**config.mk**
```make
export PLATFORM = sky130hd
export DESIGN_NAME = lc3_regs
export DESIGN_NICKNAME = d
export VERILOG_FILES = /design/src/rtl/lc3_pkg.sv /design/src/rtl/lc3_regs.sv
export SDC_FILE = /design/constraint.sdc
export NUM_CORES = 1
export LEC_CHECK = 0
export BUFFER_PORTS_ARGS = -buffer_cell sky130_fd_sc_hd__buf_2
export CORE_UTILIZATION = 45
export CTS_CLUSTER_SIZE = 12
export DETAILED_ROUTE_END_ITERATION = 6
export PLACE_DENSITY = 0.64
export SLEW_MARGIN = 40
export SYNTH_ARGS = -nofsm -noshare
export SYNTH_HDL_FRONTEND = slang
export SYNTH_SLANG_ARGS = --single-unit
```
**constraint.sdc**
```tcl
create_clock -name i_clk -period 2.7 [get_ports i_clk]
set_input_delay 0.54 -clock i_clk [delete_from_list [all_inputs] [get_ports i_clk]]
set_output_delay 0.54 -clock i_clk [all_outputs]
set_load 0.03 [all_outputs]
```
**src/rtl/lc3_pkg.sv**
```systemverilog
// ----------------------------------------------------------------------------
// lc3_pkg: shared types, constants and helpers for the educational CPU core
// Memory size, opcodes, trap vectors and condition code helpers.
// ----------------------------------------------------------------------------
package lc3_pkg;

    localparam int MEM_DEPTH = 65536;
    localparam int MEM_AW    = (MEM_DEPTH > 1) ? $clog2(MEM_DEPTH) : 1;

    localparam logic [15:0] START_PC_RST = 16'h3000;
    localparam logic [15:0] KBSR_ADDR    = 16'hFE00;
    localparam logic [15:0] KBDR_ADDR    = 16'hFE02;
    localparam logic [15:0] KBSR_READY   = 16'h8000;

    localparam logic [7:0] VEC_GETC = 8'h20;
    localparam logic [7:0] VEC_IN   = 8'h23;
    localparam logic [7:0] VEC_HALT = 8'h25;

    localparam logic [2:0] CC_P = 3'd1;
    localparam logic [2:0] CC_Z = 3'd2;
    localparam logic [2:0] CC_N = 3'd4;

    typedef enum logic [3:0] {
        OP_BR   = 4'h0,
        OP_ADD  = 4'h1,
        OP_LD   = 4'h2,
        OP_ST   = 4'h3,
        OP_JSR  = 4'h4,
        OP_AND  = 4'h5,
        OP_LDR  = 4'h6,
        OP_STR  = 4'h7,
        OP_RTI  = 4'h8,
        OP_NOT  = 4'h9,
        OP_LDI  = 4'hA,
        OP_STI  = 4'hB,
        OP_JMP  = 4'hC,
        OP_RES  = 4'hD,
        OP_LEA  = 4'hE,
        OP_TRAP = 4'hF
    } t_opcode;

    typedef enum logic [1:0] {
        ALU_ADD,
        ALU_AND,
        ALU_NOT
    } t_alu_op;

    function automatic logic [2:0] cc_of(input logic [15:0] v);
        logic [2:0] c;
        if (v == 16'h0000) begin
            c = CC_Z;
        end else if (v[15]) begin
            c = CC_N;
        end else begin
            c = CC_P;
        end
        return c;
    endfunction

    function automatic logic [MEM_AW-1:0] mem_idx(input logic [15:0] a);
        logic [16:0] w;
        w = 17'({1'b0, a} % MEM_DEPTH);
        return w[MEM_AW-1:0];
    endfunction

endpackage

```
**src/rtl/lc3_regs.sv**
```systemverilog
// ----------------------------------------------------------------------------
// lc3_regs: general register file
// Eight words, one registered read port and one write port.
// ----------------------------------------------------------------------------
module lc3_regs (
    input  logic        i_clk,
    input  logic        i_rst_n,
    input  logic [2:0]  i_raddr,
    input  logic        i_we,
    input  logic [2:0]  i_waddr,
    input  logic [15:0] i_wdata,
    output logic [15:0] o_rdata
);
    import lc3_pkg::*;

    logic [15:0] r_regs [8];
    logic [15:0] r_rdata;

    always_ff @(posedge i_clk) begin
        if (!i_rst_n) begin
            for (int k = 0; k < 8; k++) begin
                r_regs[k] <= '0;
            end
            r_rdata <= '0;
        end else begin
            if (i_we) begin
                r_regs[i_waddr] <= i_wdata;
            end
            r_rdata <= r_regs[i_raddr];
        end
    end

    assign o_rdata = r_rdata;

endmodule

```
==> impl_metrics.env <==
export IMPL_cp_cell_sequence="buf_2 -> nand3_4 -> nor3_4 -> nand2b_1 -> buf_4"
export IMPL_max_stage_delay_ns=0.29
export IMPL_cts_sinks=144
export IMPL_nFillCells=1102
export IMPL_status="finished, final reports clean"
export IMPL_cts_buffers=17
export IMPL_worst_slack_ns=1.09
export IMPL_finalMaxSlewViolations=0
export IMPL_vias=3408
export IMPL_dp_worst_setup_slack_ns=0.643
export IMPL_drtPass1Iterations=4
export IMPL_grt_max_degree=31
export IMPL_synth_cells=412
export IMPL_maxCapViolCount=0
export IMPL_synth_seq_cells=144
export IMPL_via_per_inst=5.20
export IMPL_rows=43
export IMPL_io_pins=41
export IMPL_fp_dieH_um=121
export IMPL_max_clock_freq_mhz=621
export IMPL_die_area_sq_um=14600
export IMPL_place_hpwl_um=8200
export IMPL_critPathMaxFanout=11
export IMPL_cts_resized_gates=0
export IMPL_port_buffers=40
export IMPL_fin_nets=488
export IMPL_critical_path_slowest_cell="nand2b_1"
export IMPL_wl_per_cell_um=20.1
export IMPL_drive_gt1_share_pct=28.6
export IMPL_ff_latch_area_sq_um=4160
export IMPL_fin_setup_tns_ns=0
export IMPL_grt_pass1_wl_um=20300
export IMPL_syn2layout_area_growth_pct=17.0
export IMPL_finalSetupViolations=0
export IMPL_finalCritPeriodShare_pct=59.6
export IMPL_vdd_ir_drop_max_uv=478
export IMPL_dpl_cell_area_sq_um=6750
export IMPL_static_leakage_power_uw=0.00279
export IMPL_syn_area_sq_um=6370
export IMPL_required_ns=2.80
export IMPL_max_clock_path_buffers=2
export IMPL_slew_limit_headroom_pct=52.8
export IMPL_clk_pin_slew_ns=0.06
export IMPL_cts_root_buf="clkbuf_16"
export IMPL_hold_class="in -> reg"
export IMPL_drc=0
export IMPL_start_util_pct=46.1
export IMPL_crit_type="in -> reg"
export IMPL_post_cts_buffers=0
export IMPL_power_density_nw_per_um2=777
export IMPL_grt_use_total_pct=19.7
export IMPL_period_needed_ns=1.61
export IMPL_seq_area_frac_synth_pct=65.4
export IMPL_worst_path_buf_inv=2
export IMPL_syn_num_nets=437
export IMPL_cts_max_level=4
export IMPL_drt_wl_total_um=13200
export IMPL_rsz0062_at_grt="false"
export IMPL_hold_violations=0
export IMPL_overflow=0
export IMPL_multi_input_area_sq_um=1990
export IMPL_core_area_sq_um=13800
export IMPL_chipWidth_um=121
export IMPL_place_congestion=0.745
export IMPL_drt_iter0_markers=311
export IMPL_ant_nets=0
export IMPL_cp_data_arrival_time_ns=1.71
export IMPL_synth_cell_types=24
export IMPL_cp_end_kind="flip-flop"
export IMPL_cts_hold_buf=0
export IMPL_syn_area_per_cell_sq_um=15.5
export IMPL_clk_latency_ns=0.41
export IMPL_cts_tree="yes"
export IMPL_finClkSkew_ns=0.00474
export IMPL_synth_warnings=0
export IMPL_tightest_slew_ns=0.708
export IMPL_stdcell_area_sq_um=7450
export IMPL_num_antenna_cells=0
export IMPL_path_delay_family="simple AND/OR/NAND/NOR gates"
export IMPL_antenna_found_initial=0
export IMPL_grt_pass1_vias=3597
export IMPL_startpoint_type="input pin"
## layout by cell type (no fill, tap or decap), types with 2 or more instances in the layout
cell | Yosys | layout
o21ai_0 | 22 | 16
buf_4 | 4 | 12
mux2i_1 | 16 | 16
edfxtp_1 | 128 | 128
clkbuf_16 | 0 | 17
mux2_2 | 16 | 16
clkbuf_8 | 0 | 3
mux4_2 | 16 | 16
nor3_4 | 2 | 2
nor2_2 | 4 | 3
clkbuf_1 | 4 | 2
o21ai_1 | 0 | 6
a221oi_1 | 6 | 6
nor2_4 | 3 | 4
nand2b_1 | 3 | 3
inv_1 | 16 | 16
dfxtp_1 | 16 | 16
buf_2 | 6 | 40
and2_1 | 128 | 128
bufinv_16 | 0 | 7
a221oi_2 | 10 | 10
## through the flow
| stage | hold WS, ns | total power [uW] | utilization (%) | cells |
|---|---|---|---|---|
| after floorplan | 0.590 | 2920 | - | 412 |
| after global placement | 0.604 | 3070 | 48.8 | 624 |
| after detailed placement | 0.621 | 3080 | 48.8 | 624 |
| after CTS | 0.503 | 5830 | 53.9 | 656 |
| after global routing | 0.514 | 5950 | 53.9 | 656 |
| final | 0.510 | 5790 | 53.9 | 656 |
## power by group
part	switching [uW]	internal (uW)
sequential	38.5	2570
combinational	267	154
clock	860	1900
total	1160	4620
## kinds of logic (layout without fill, tap and decap cells)
family	count (synthesis)	after routing	synth area share, %
compound gates	38	38	4.91
simple gates	145	145	15.2
mux	48	48	11.0
buf+inv	37	101	3.50
flops	144	144	65.4
## state kept, by name (all words and copies together) (netlist names)
name     cells
r_regs     128
o_rdata     16
## final timing paths
check	start	endpoint	slack (ns)	cells after the start
worst max-delay path	i_rst_n	r_regs[1][8]	1.09	5
worst min-delay path	i_wdata[4]	r_regs[7][4]	0.51	2
worst max register to register	r_regs[1][3]	o_rdata[3]	1.48	3
worst min register to register	r_regs[0][0]	o_rdata[0]	0.62	2
## cell type report
type,count,share of cell area (%)
Sequential cell,144,55.9
Multi-Input combinational cell,231,26.7
Clock inverter,10,3.09
Clock buffer,22,6.36
Tap cell,180,3.02
Inverter,16,0.806
Timing Repair Buffer,53,4.16
## cells in the mapped netlist
| master | count | area share (%) |
|---|---|---|
| nand3b_4 | 1 | 0.31 |
| buf_12 | 1 | 0.31 |
| nand2_1 | 1 | 0.059 |
| nor2_2 | 4 | 0.39 |
| buf_2 | 6 | 0.47 |
| clkbuf_1 | 4 | 0.24 |
| a221oi_1 | 6 | 0.83 |
| nand3_4 | 1 | 0.28 |
| buf_6 | 6 | 1.1 |
| buf_4 | 4 | 0.47 |
| a221oi_2 | 10 | 2.4 |
| o21ai_0 | 22 | 1.7 |
| or2b_1 | 1 | 0.12 |
| inv_1 | 16 | 0.94 |
| mux2_2 | 16 | 2.8 |
| nor2_4 | 3 | 0.53 |
| edfxtp_1 | 128 | 60 |
| mux2i_1 | 16 | 2.5 |
| dfxtp_1 | 16 | 5.0 |
| nand2b_1 | 3 | 0.29 |
| mux4_2 | 16 | 5.7 |
| and2_1 | 128 | 13 |
| nor3_4 | 2 | 0.51 |
| nand2b_2 | 1 | 0.14 |
## worst reg2reg max path, delay by kind of cell (launching register included)
family / cells / cell delay, ns
AO/OA/AOI/OAI: 1 / 0.06
buffers and inverters: 1 / 0.12
multiplexers: 1 / 0.50
flip-flops: 1 / 0.41
## layer usage
metal | global-route usage [%] | vias up | wire [um] | share of wire (%)
li1 | - | 1609 | - | -
met1 | 25.5 | 1703 | 5690 | 43
met2 | 32.4 | 83 | 6690 | 51
met3 | 3.90 | 13 | 627 | 4.8
met4 | 8.10 | 0 | 172 | 1.3
met5 | 0 | - | 0 | 0
(Power assumes the default switching activity.)
