<file path="src/rtl/lc3_pkg.sv">
// ----------------------------------------------------------------------------
// lc3_pkg: shared types, constants and helpers for the educational CPU core
// Memory size, opcodes, trap vectors and condition code helpers.
// ----------------------------------------------------------------------------
package lc3_pkg;

    localparam int MEM_DEPTH = 65536;
    localparam int MEM_AW    = (MEM_DEPTH > 1) ? $clog2(MEM_DEPTH) : 1;

    localparam logic [15:0] START_PC_RST = 16'h3000;
    localparam logic [15:0] KBSR_ADDR    = 16'hFE00;
    localparam logic [15:0] KBDR_ADDR    = 16'hFE02;
    localparam logic [15:0] KBSR_READY   = 16'h8000;

    localparam logic [7:0] VEC_GETC = 8'h20;
    localparam logic [7:0] VEC_IN   = 8'h23;
    localparam logic [7:0] VEC_HALT = 8'h25;

    localparam logic [2:0] CC_P = 3'd1;
    localparam logic [2:0] CC_Z = 3'd2;
    localparam logic [2:0] CC_N = 3'd4;

    typedef enum logic [3:0] {
        OP_BR   = 4'h0,
        OP_ADD  = 4'h1,
        OP_LD   = 4'h2,
        OP_ST   = 4'h3,
        OP_JSR  = 4'h4,
        OP_AND  = 4'h5,
        OP_LDR  = 4'h6,
        OP_STR  = 4'h7,
        OP_RTI  = 4'h8,
        OP_NOT  = 4'h9,
        OP_LDI  = 4'hA,
        OP_STI  = 4'hB,
        OP_JMP  = 4'hC,
        OP_RES  = 4'hD,
        OP_LEA  = 4'hE,
        OP_TRAP = 4'hF
    } t_opcode;

    typedef enum logic [1:0] {
        ALU_ADD,
        ALU_AND,
        ALU_NOT
    } t_alu_op;

    function automatic logic [2:0] cc_of(input logic [15:0] v);
        logic [2:0] c;
        if (v == 16'h0000) begin
            c = CC_Z;
        end else if (v[15]) begin
            c = CC_N;
        end else begin
            c = CC_P;
        end
        return c;
    endfunction

    function automatic logic [MEM_AW-1:0] mem_idx(input logic [15:0] a);
        logic [16:0] w;
        w = 17'({1'b0, a} % MEM_DEPTH);
        return w[MEM_AW-1:0];
    endfunction

endpackage

</file>
<file path="src/rtl/lc3_alu.sv">
// ----------------------------------------------------------------------------
// lc3_alu: shared arithmetic unit
// Add, and, not; used for data ops, address and branch target sums.
// ----------------------------------------------------------------------------
module lc3_alu (
    input  lc3_pkg::t_alu_op i_op,
    input  logic [15:0]      i_a,
    input  logic [15:0]      i_b,
    output logic [15:0]      o_y
);
    import lc3_pkg::*;

    always_comb begin
        unique case (i_op)
            ALU_AND: o_y = i_a & i_b;
            ALU_NOT: o_y = ~i_a;
            default: o_y = i_a + i_b;
        endcase
    end

endmodule

</file>
<file path="config.mk">
export PLATFORM = sky130hd
export DESIGN_NAME = lc3_alu
export DESIGN_NICKNAME = d
export VERILOG_FILES = /design/src/rtl/lc3_pkg.sv /design/src/rtl/lc3_alu.sv
export SDC_FILE = /design/constraint.sdc
export NUM_CORES = 1
export LEC_CHECK = 0
export BUFFER_PORTS_ARGS = -buffer_cell sky130_fd_sc_hd__buf_2
export CORE_MARGIN = 4
export CORE_UTILIZATION = 25
export DETAILED_ROUTE_END_ITERATION = 8
export GPL_ROUTABILITY_DRIVEN = 0
export GPL_TIMING_DRIVEN = 0
export PLACE_DENSITY = 0.56
export SLEW_MARGIN = 10
export SYNTH_ARGS = -nofsm -noshare
export SYNTH_HDL_FRONTEND = slang
export SYNTH_SLANG_ARGS = --single-unit
</file>
<file path="constraint.sdc">
create_clock -name vclk -period 3.6
set_input_delay 0.18 -clock vclk [all_inputs]
set_output_delay 0.18 -clock vclk [all_outputs]
set_load 0.1 [all_outputs]
</file>
==> results of run 1 <==
==> final cells by class <==
class | count | area, um^2 | area share (%)
buffer | 12 | 56.3 | 3.53
inverter | 6 | 22.5 | 1.41
multi-input combinational | 174 | 1180 | 74.1
tap | 67 | 83.8 | 5.25
timing repair buffer | 50 | 250 | 15.7
==> synthesized netlist by cell type, types with 2 or more instances <==
cell                        instances  area, um^2
sky130_fd_sc_hd__clkbuf_1           3        11.3
sky130_fd_sc_hd__a2bb2oi_1          2        17.5
sky130_fd_sc_hd__o211ai_1           2        15.0
sky130_fd_sc_hd__buf_2              6        30.0
sky130_fd_sc_hd__a311oi_1           2        17.5
sky130_fd_sc_hd__mux2i_1            2        20.0
sky130_fd_sc_hd__a31oi_1            3        18.8
sky130_fd_sc_hd__xor2_1             4        35.0
sky130_fd_sc_hd__nor3_1             4        20.0
sky130_fd_sc_hd__nand2_1           26        97.6
sky130_fd_sc_hd__and3_1             3        18.8
sky130_fd_sc_hd__a21oi_1           24         120
sky130_fd_sc_hd__a21o_1             4        30.0
sky130_fd_sc_hd__nand3_1            4        20.0
sky130_fd_sc_hd__and2_1             2        12.5
sky130_fd_sc_hd__buf_1              2        7.51
sky130_fd_sc_hd__nand2b_1           3        18.8
sky130_fd_sc_hd__a41o_1             2        20.0
sky130_fd_sc_hd__nor2_1            17        63.8
sky130_fd_sc_hd__inv_1              6        22.5
sky130_fd_sc_hd__xnor2_1            4        35.0
sky130_fd_sc_hd__ha_1              18         225
sky130_fd_sc_hd__o21a_1             4        30.0
sky130_fd_sc_hd__o21ai_0           22         110
==> worst paths after layout <==
check	from	end	slack [ps]	cells past startpoint
worst max-delay path	i_a[0]	o_y[12]	840	9
worst min-delay path	i_a[11]	o_y[11]	910	5
==> tightest hold or removal path, cell delays in order <==
cell                      delay [ps]
sky130_fd_sc_hd__buf_2            90
sky130_fd_sc_hd__o21ai_0          60
sky130_fd_sc_hd__o21ai_0          70
sky130_fd_sc_hd__nor3_1           50
sky130_fd_sc_hd__buf_2           280
==> cells by family after synthesis <==
logic type,synth area share [%]
AOI/OAI and AO/OA,42.2
and+or+nand+nor,24.9
adders and majority gates,19.5
buffers and inverters,6.27
xor gates and xnor gates,5.57
muxes,1.59
==> layer usage <==
metal | wire length [um] | part of all wire (%) | up-vias
met2 | 1940 | 48 | 33
met4 | 0 | 0 | 0
met3 | 173 | 4.3 | 0
li1 | - | - | 819
met5 | 0 | 0 | -
met1 | 1900 | 47 | 704
==> report_power, final <==
| group | internal, mW | switching, mW |
|---|---|---|
| combinational | 0.126 | 0.391 |
| sequential | 0 | 0 |
| clock | 0 | 0 |
==> metrics by stage <==
step / total power, mW / worst slack [ps]
final: 0.517 / 841
after global routing: 0.552 / 733
after CTS: 0.520 / 841
after detailed placement: 0.518 / 852
after global placement: 0.517 / 848
after floorplan: 0.424 / 56.3
==> placed cells by master (no fill, tap or decap), types with 2 or more instances in the layout <==
master | synthesis | final
sky130_fd_sc_hd__a21o_1 | 4 | 4
sky130_fd_sc_hd__a21oi_1 | 24 | 24
sky130_fd_sc_hd__a2bb2oi_1 | 2 | 2
sky130_fd_sc_hd__a311oi_1 | 2 | 2
sky130_fd_sc_hd__a31oi_1 | 3 | 3
sky130_fd_sc_hd__a41o_1 | 2 | 2
sky130_fd_sc_hd__and2_1 | 2 | 2
sky130_fd_sc_hd__and3_1 | 3 | 3
sky130_fd_sc_hd__buf_1 | 2 | 2
sky130_fd_sc_hd__buf_2 | 6 | 56
sky130_fd_sc_hd__clkbuf_1 | 3 | 3
sky130_fd_sc_hd__ha_1 | 18 | 18
sky130_fd_sc_hd__inv_1 | 6 | 6
sky130_fd_sc_hd__mux2i_1 | 2 | 2
sky130_fd_sc_hd__nand2_1 | 26 | 26
sky130_fd_sc_hd__nand2b_1 | 3 | 3
sky130_fd_sc_hd__nand3_1 | 4 | 4
sky130_fd_sc_hd__nor2_1 | 17 | 17
sky130_fd_sc_hd__nor3_1 | 4 | 3
sky130_fd_sc_hd__nor3_2 | 1 | 2
sky130_fd_sc_hd__o211ai_1 | 2 | 2
sky130_fd_sc_hd__o21a_1 | 4 | 4
sky130_fd_sc_hd__o21ai_0 | 22 | 22
sky130_fd_sc_hd__xnor2_1 | 4 | 4
sky130_fd_sc_hd__xor2_1 | 4 | 4
==> flow_summary_export.csv, run 1 <==
group,metric,value,unit
global_route,grt_overflow,0,
pwr,ir_drop,151,uV
cells_and_area,area_growth_syn_to_layout,27.0,%
synthesis,yosysWarningCount,0,
cells_and_area,layout-drive-gt1-share,26.4,%
global_route,antenna_found_initial,0,
drt,vias_per_cell,5.04,
floorplan,fp.dieArea,6230,um^2
placed_design,dpl.hpwl,3.34,mm
drt,number_of_iterations_in_the_first_detailed_routing_pass,4,
cells_and_area,final.fill_count,543,
drt,wl_per_cell,13.0,um
setup_path,critical-path-top-cell-by-count,"sky130_fd_sc_hd__buf_2",
synthesis,syn-num-nets,245,
clocking,post_cts_resized,0,
timing,worstMarginPinSlew,493,ps
pwr,static-leakage-power,0.735,nW
cells_and_area,nFlopsAndLatches,0,
cells_and_area,finish.cell_count_without_fillers,309,
global_route,grt_most_used_layer,"met2",
setup_path,worstPathBufferInverterCount,2,
floorplan,placementRows,25,
placed_design,place.detailed.instances,309,
drt,drtAntennaViolNets,0,
drt,vias,1556,
setup_path,critical_path.max_stage_delay,430,ps
cells_and_area,nNetsFinal,297,
timing,achievable-frequency,0.362,GHz
synthesis,synth_seq_area_share,0,%
drt,route.detailed.drc,0,
floorplan,die_width,78.9,um
setup_path,setup.worst_path.end_class,"output pin",
setup_path,crit_path_max_fanout,7,
timing,hold-worst-slack,906,ps
global_route,grtUsageMet3,0.794,%
setup_path,cpLargestDelayFamily,"compound AO/OA/AOI/OAI gates",
clocking,buffers_inserted_during_post_cts_setup_optimization,0,
timing,min_period,2760,ps
setup_path,timing.critical_path.cells,"buf_2 -> ha_1 -> fa_1 -> a21o_1 -> a221oi_4 -> a2111oi_2 -> a31oi_1 -> a41o_1 -> buf_2",
pwr,power_density_over_the_cells,324,nW/um^2
global_route,via_count_of_the_first_global_routing_pass,1445,
synthesis,synthCells,192,
synthesis,syn_area_per_cell,6.55,um^2
setup_path,criticalPathCategory,"input pin to output pin",
setup_path,crit_arrival,2580,ps
floorplan,start_util,26.3,%
timing,timing_max_transition_violations_final,0,
timing,timing.max_slew.rel_slack,67.1,%
synthesis,post_synth_num_cell_types,47,
setup_path,worst_ep_required_time,3420,ps
drt,wirelength,4.01,mm
clocking,ctsHoldBuffers,0,
run_status,outcome,"finished clean",
timing,setup_repair_after_global_routing_missed_its_margin,"false",
timing,post-route-period-util,76.6,%
synthesis,mappedNetlistArea,1260,um^2
floorplan,ioPinCount,50,
placed_design,standard_cell_area_after_detailed_placement,1600,um^2
worst_hold_path,timing.hold.worst.class,"input pin to output pin",
global_route,use_met1,16.0,%
global_route,grt.met2_usage,22.8,%
placed_design,number_of_i_o_port_buffers,50,
timing,setup_total_negative_slack,0,ps
timing,final_hold_violation_count,0,
global_route,grt_util_all_layers,12.1,%
setup_path,cpMaxStageDelayCell,"sky130_fd_sc_hd__a221oi_4",
cells_and_area,antenna-diode-count,0,
cells_and_area,register_area,0,um^2
cells_and_area,fin_util,33.4,%
timing,finalSetupViolCount,0,
global_route,grt_start_max_net_pins,11,
floorplan,core_footprint,4790,um^2
drt,initialDrtViolationCount,44,
run,maxCapViolCount,0,
global_route,grt_pass1_wl,6.50,mm
cells_and_area,finish.instance_area,1600,um^2
cells_and_area,clkbuf_count,0,
setup_path,start_kind,"input pin",
floorplan,die_height,78.9,um
Power figures use the tool's default switching activity.
==> run 2: changes to the inputs <==
--- a/config.mk
+++ b/config.mk
@@ -11,7 +11,7 @@
 export DETAILED_ROUTE_END_ITERATION = 8
 export GPL_ROUTABILITY_DRIVEN = 0
 export GPL_TIMING_DRIVEN = 0
-export PLACE_DENSITY = 0.56
+export PLACE_DENSITY = 0.57
 export SLEW_MARGIN = 10
 export SYNTH_ARGS = -nofsm -noshare
 export SYNTH_HDL_FRONTEND = slang
==> constraint.sdc (replaced) <==
create_clock -name vclk -period 2.5
set_input_delay 0.125 -clock vclk [all_inputs]
set_output_delay 0.125 -clock vclk [all_outputs]
set_load 0.1 [all_outputs]
==> run 2 against run 1 <==
Compared with the run above: cell count rose by 0.32%; count of clock-buffer cells in the layout did not move; via count fell by 1.6%; global-route usage rose by 0.84 points; core utilization rose by 2.5 points; critical path depth rose by 1; routed wire length rose by 1.7%; combinational power rose by 56%; first-iteration DRC count rose by 36%; flip-flop and latch count did not move; design area rose by 7.4%; sequential share of layout area did not move.
==> flow_summary_export.csv, run 2 (synthesis results as in run 1) <==
group,metric,value,unit
pwr,ir_drop,135,uV
pwr,static-leakage-power,0.760,nW
cells_and_area,layout-drive-gt1-share,31.7,%
setup_path,worstPathBufferInverterCount,3,
global_route,grt_start_max_net_pins,11,
floorplan,die_height,78.9,um
setup_path,cpLargestDelayFamily,"compound AO/OA/AOI/OAI gates",
timing,min_period,2330,ps
drt,wl_per_cell,13.1,um
setup_path,start_kind,"input pin",
setup_path,setup.worst_path.end_class,"output pin",
cells_and_area,nNetsFinal,298,
setup_path,cpMaxStageDelayCell,"sky130_fd_sc_hd__fa_2",
cells_and_area,final.fill_count,554,
timing,achievable-frequency,0.428,GHz
setup_path,timing.critical_path.cells,"buf_2 -> ha_1 -> fa_2 -> a21o_1 -> a221oi_4 -> buf_12 -> a31oi_1 -> xnor2_1 -> a21oi_4 -> buf_6",
global_route,grt_overflow,0,
timing,post-route-period-util,93.4,%
cells_and_area,antenna-diode-count,0,
global_route,via_count_of_the_first_global_routing_pass,1568,
cells_and_area,final_common_cell,"sky130_fd_sc_hd__buf_2",
cells_and_area,finish.instance_area,1710,um^2
timing,setup_repair_after_global_routing_missed_its_margin,"false",
timing,timing_max_transition_violations_final,0,
timing,hold-worst-slack,787,ps
cells_and_area,clkbuf_count,0,
timing,final_hold_violation_count,0,
floorplan,die_width,78.9,um
timing,worstMarginPinSlew,490,ps
cells_and_area,multi_input_area,1250,um^2
clocking,ctsHoldBuffers,0,
cells_and_area,register_area,0,um^2
timing,finalSetupViolCount,0,
floorplan,placementRows,25,
drt,initialDrtViolationCount,60,
setup_path,crit_arrival,2210,ps
floorplan,start_util,26.3,%
worst_hold_path,timing.hold.worst.class,"input pin to output pin",
global_route,antenna_found_initial,0,
floorplan,fp.dieArea,6230,um^2
drt,vias,1531,
drt,wirelength,4.07,mm
drt,route.detailed.drc,0,
pwr,total_design_power,809,uW
drt,vias_per_cell,4.94,
cells_and_area,area_growth_syn_to_layout,36.3,%
global_route,grt_pass1_wl,6.90,mm
global_route,grt_util_all_layers,12.9,%
setup_path,crit_path_max_fanout,7,
placed_design,dpl.hpwl,3.39,mm
cells_and_area,nFlopsAndLatches,0,
setup_path,criticalPathCategory,"input pin to output pin",
run_status,outcome,"finished clean",
drt,number_of_iterations_in_the_first_detailed_routing_pass,5,
setup_path,worst_ep_required_time,2380,ps
timing,timing.max_slew.rel_slack,67.4,%
placed_design,standard_cell_area_after_detailed_placement,1660,um^2
pwr,power_density_over_the_cells,472,nW/um^2
setup_path,critical_path.max_stage_delay,370,ps
floorplan,core_footprint,4790,um^2
floorplan,ioPinCount,50,
placed_design,number_of_i_o_port_buffers,50,
drt,drtAntennaViolNets,0,
run,maxCapViolCount,0,
cells_and_area,mostFrequentLayoutCells,"53 x sky130_fd_sc_hd__buf_2, 26 x sky130_fd_sc_hd__nand2_1, 20 x sky130_fd_sc_hd__o21ai_0",
run 2: cell count changes in the layout (fill, tap and decap cells not counted), sizes merged:
cell and change:
clkbuf +1
run 2: timing repair:
item / 4_1_cts / 5_1_grt
gates resized for setup: 4 / 7
setup buffers: 1 / 0
pin swaps: 1 / 0
endpoints found under the setup margin: 5 / 4
run 2: path summary, 6_finish.rpt:
kind / startpoint / to / slack, ps / cells past startpoint
setup / recovery: i_a[0] / o_y[10] / 170 / 10
hold / removal: i_a[8] / o_y[8] / 790 / 5
run 2: cell type report:
| type | count | area share [%] |
|---|---|---|
| well taps | 67 | 4.89 |
| inverters | 6 | 1.31 |
| plain buffers | 12 | 3.36 |
| multi-input cells | 174 | 72.9 |
| repair buffers | 51 | 17.5 |
run 2: layer usage:
layer	wire length (um)	GRT usage, %	vias up
met5	0	0	-
met4	0	0	0
met3	218	1.25	0
met2	1980	24.5	30
met1	1870	16.7	686
li1	-	-	815
run 2: where the power goes:
| part | total [mW] | internal [mW] | leakage, nW | switching, mW |
|---|---|---|---|---|
| clock | 0 | 0 | 0 | 0 |
| sequential | 0 | 0 | 0 | 0 |
| combinational | 0.809 | 0.221 | 0.760 | 0.588 |
run 2: through the flow:
step           TNS (ps)  cells  worst slack (ps)  utilization [%]
6_report              0    310               165             35.8
2_1_floorplan      -287    192              -253                -
3_3_place_gp       -516    309              -138             34.7
3_5_place_dp       -583    309              -169             34.7
5_1_grt               0    310              27.1             35.8
4_1_cts               0    310              38.8             35.3
==> run 3: changes to the inputs <==
--- a/config.mk
+++ b/config.mk
@@ -5,7 +5,7 @@
 export SDC_FILE = /design/constraint.sdc
 export NUM_CORES = 1
 export LEC_CHECK = 0
-export BUFFER_PORTS_ARGS = -buffer_cell sky130_fd_sc_hd__buf_2
+export BUFFER_PORTS_ARGS = -buffer_cell sky130_fd_sc_hd__clkbuf_2
 export CORE_MARGIN = 4
 export CORE_UTILIZATION = 25
 export DETAILED_ROUTE_END_ITERATION = 8
==> run 3 against run 2 <==
Compared with the run above: flip-flop and latch count did not move; cell count unchanged; first-iteration DRC count is 17% higher; critical path depth stayed put; sequential share of layout area unchanged; largest cell class unchanged.
==> flow_summary_export.csv, run 3 (synthesis results as in run 1) <==
group,metric,value,unit
cells_and_area,register_area,0,um^2
setup_path,critical_path.endpoint,"o_y[8]",
pwr,seqPwrFrac,0,%
setup_path,timing.critical_path.cells,"clkbuf_2 -> ha_1 -> fa_1 -> a21o_1 -> a221oi_4 -> buf_12 -> a21oi_1 -> xnor2_1 -> a21oi_4 -> buf_4",
setup_path,criticalPathCategory,"input pin to output pin",
timing,timing.max_slew.rel_slack,63.8,%
global_route,grt_most_used_layer,"met2",
global_route,grt.met2_usage,24.7,%
cells_and_area,final.fill_count,550,
drt,number_of_iterations_in_the_first_detailed_routing_pass,4,
pwr,power.internal,218,uW
placed_design,number_of_i_o_port_buffers,50,
cells_and_area,final_common_cell,"sky130_fd_sc_hd__clkbuf_2",
cells_and_area,layout-drive-gt1-share,31.3,%
timing,hold-worst-slack,805,ps
run,maxCapViolCount,0,
global_route,antenna_found_initial,0,
drt,route.detailed.drc,0,
floorplan,die_width,78.9,um
timing,timing_max_transition_violations_final,0,
timing,finalSetupViolCount,0,
cells_and_area,clkbuf_count,0,
setup_path,worst_ep_required_time,2380,ps
floorplan,fp.dieArea,6230,um^2
cells_and_area,area_growth_syn_to_layout,35.8,%
global_route,grt_overflow,0,
cells_and_area,nNetsFinal,298,
placed_design,standard_cell_area_after_detailed_placement,1660,um^2
run_status,outcome,"finished clean",
timing,achievable-frequency,0.419,GHz
global_route,grt_start_max_net_pins,11,
timing,setup_repair_after_global_routing_missed_its_margin,"false",
timing,final_hold_violation_count,0,
worst_hold_path,timing.hold.worst.class,"input pin to output pin",
pwr,p_sw_share,73.0,%
timing,setup_total_negative_slack,0,ps
floorplan,placementRows,25,
pwr,ir_drop,127,uV
cells_and_area,nFlopsAndLatches,0,
global_route,grt_util_all_layers,13.3,%
floorplan,start_util,26.3,%
setup_path,crit_arrival,2260,ps
setup_path,setup.worst_path.end_class,"output pin",
pwr,static-leakage-power,0.768,nW
pwr,power_density_over_the_cells,472,nW/um^2
setup_path,start_kind,"input pin",
drt,vias,1566,
drt,wirelength,4.06,mm
floorplan,ioPinCount,50,
placed_design,dpl.hpwl,3.43,mm
drt,drtAntennaViolNets,0,
floorplan,core_footprint,4790,um^2
clocking,ctsHoldBuffers,0,
pwr,power.combinational.fraction,100.0,%
global_route,via_count_of_the_first_global_routing_pass,1564,
drt,wl_per_cell,13.1,um
cells_and_area,finish.instance_area,1710,um^2
cells_and_area,mostFrequentLayoutCells,"44 x sky130_fd_sc_hd__clkbuf_2, 26 x sky130_fd_sc_hd__nand2_1, 20 x sky130_fd_sc_hd__o21ai_0",
cells_and_area,fin_util,35.7,%
drt,initialDrtViolationCount,70,
timing,min_period,2390,ps
setup_path,crit_path_max_fanout,7,
global_route,grt_pass1_wl,7.07,mm
pwr,net-switching-power,588,uW
timing,post-route-period-util,95.5,%
global_route,grtUsageMet3,1.02,%
drt,vias_per_cell,5.05,
global_route,use_met1,17.6,%
cells_and_area,antenna-diode-count,0,
pwr,clockPowerShare,0,%
setup_path,setup.worst_path.start,"i_a[0]",
floorplan,die_height,78.9,um
timing,worstMarginPinSlew,546,ps
setup_path,critical_path.max_stage_delay,420,ps
setup_path,cpMaxStageDelayCell,"sky130_fd_sc_hd__fa_1",
[run 3: cell count changes in the layout (fill, tap and decap cells not counted), sizes merged]
cell and delta:
clkbuf +44, buf -44
[run 3: layer usage]
| metal | vias up | routed length (um) | part of all wire (%) |
|---|---|---|---|
| li1 | 822 | - | - |
| met1 | 704 | 1910 | 47 |
| met2 | 40 | 1960 | 48 |
| met3 | 0 | 194 | 4.8 |
| met4 | 0 | 0 | 0 |
| met5 | - | 0 | 0 |
[run 3: worst min-delay path by stage]
stage | to | startpoint | slack, ps | depth (start not counted)
6_report | o_y[10] | i_a[10] | 810 | 5
5_1_grt | o_y[10] | i_a[10] | 870 | 5
4_1_cts | o_y[8] | i_a[8] | 880 | 5
3_5_place_dp | o_y[13] | i_a[13] | 910 | 5
3_3_place_gp | o_y[13] | i_a[13] | 900 | 5
2_1_floorplan | o_y[11] | i_a[11] | 580 | 3
[run 3: critical path, delay by kind of cell]
kind	cells	cell delay, ps
AOI/OAI and AO/OA	4	750
xor gates and xnor gates	1	170
buffers and inverters	3	540
adders and majority gates	2	670
[run 3: layout make-up]
class | instances | area (um^2) | share of cell area, %
well taps | 67 | 83.8 | 4.91
inverters | 6 | 22.5 | 1.32
multi-input cells | 174 | 1250 | 73.0
plain buffers | 12 | 57.6 | 3.37
repair buffers | 51 | 297 | 17.4
[run 3: power by group through the flow]
stage               Clock, mW  Sequential [mW]  Combinational [mW]
finish                      0                0               0.806
global placement            0                0               0.778
global route                0                0               0.865
floorplan                   0                0               0.645
detailed placement          0                0               0.782
CTS                         0                0               0.797
[run 3: through the flow]
stage	instances	power, mW	worst slack (ps)
global placement	309	0.778	-159
global route	310	0.865	10.0
floorplan	192	0.645	-253
CTS	310	0.797	26.3
finish	310	0.806	112
detailed placement	309	0.782	-164
[run 3: timing repair]
action / 4_1_cts / 5_1_grt
resized for setup: 4 / 11
pin swaps: 1 / 0
cloned: 0 / 0
buffers inserted: 1 / 0
endpoints found under the hold margin: 0 / 0
setup endpoints to repair: 5 / 6
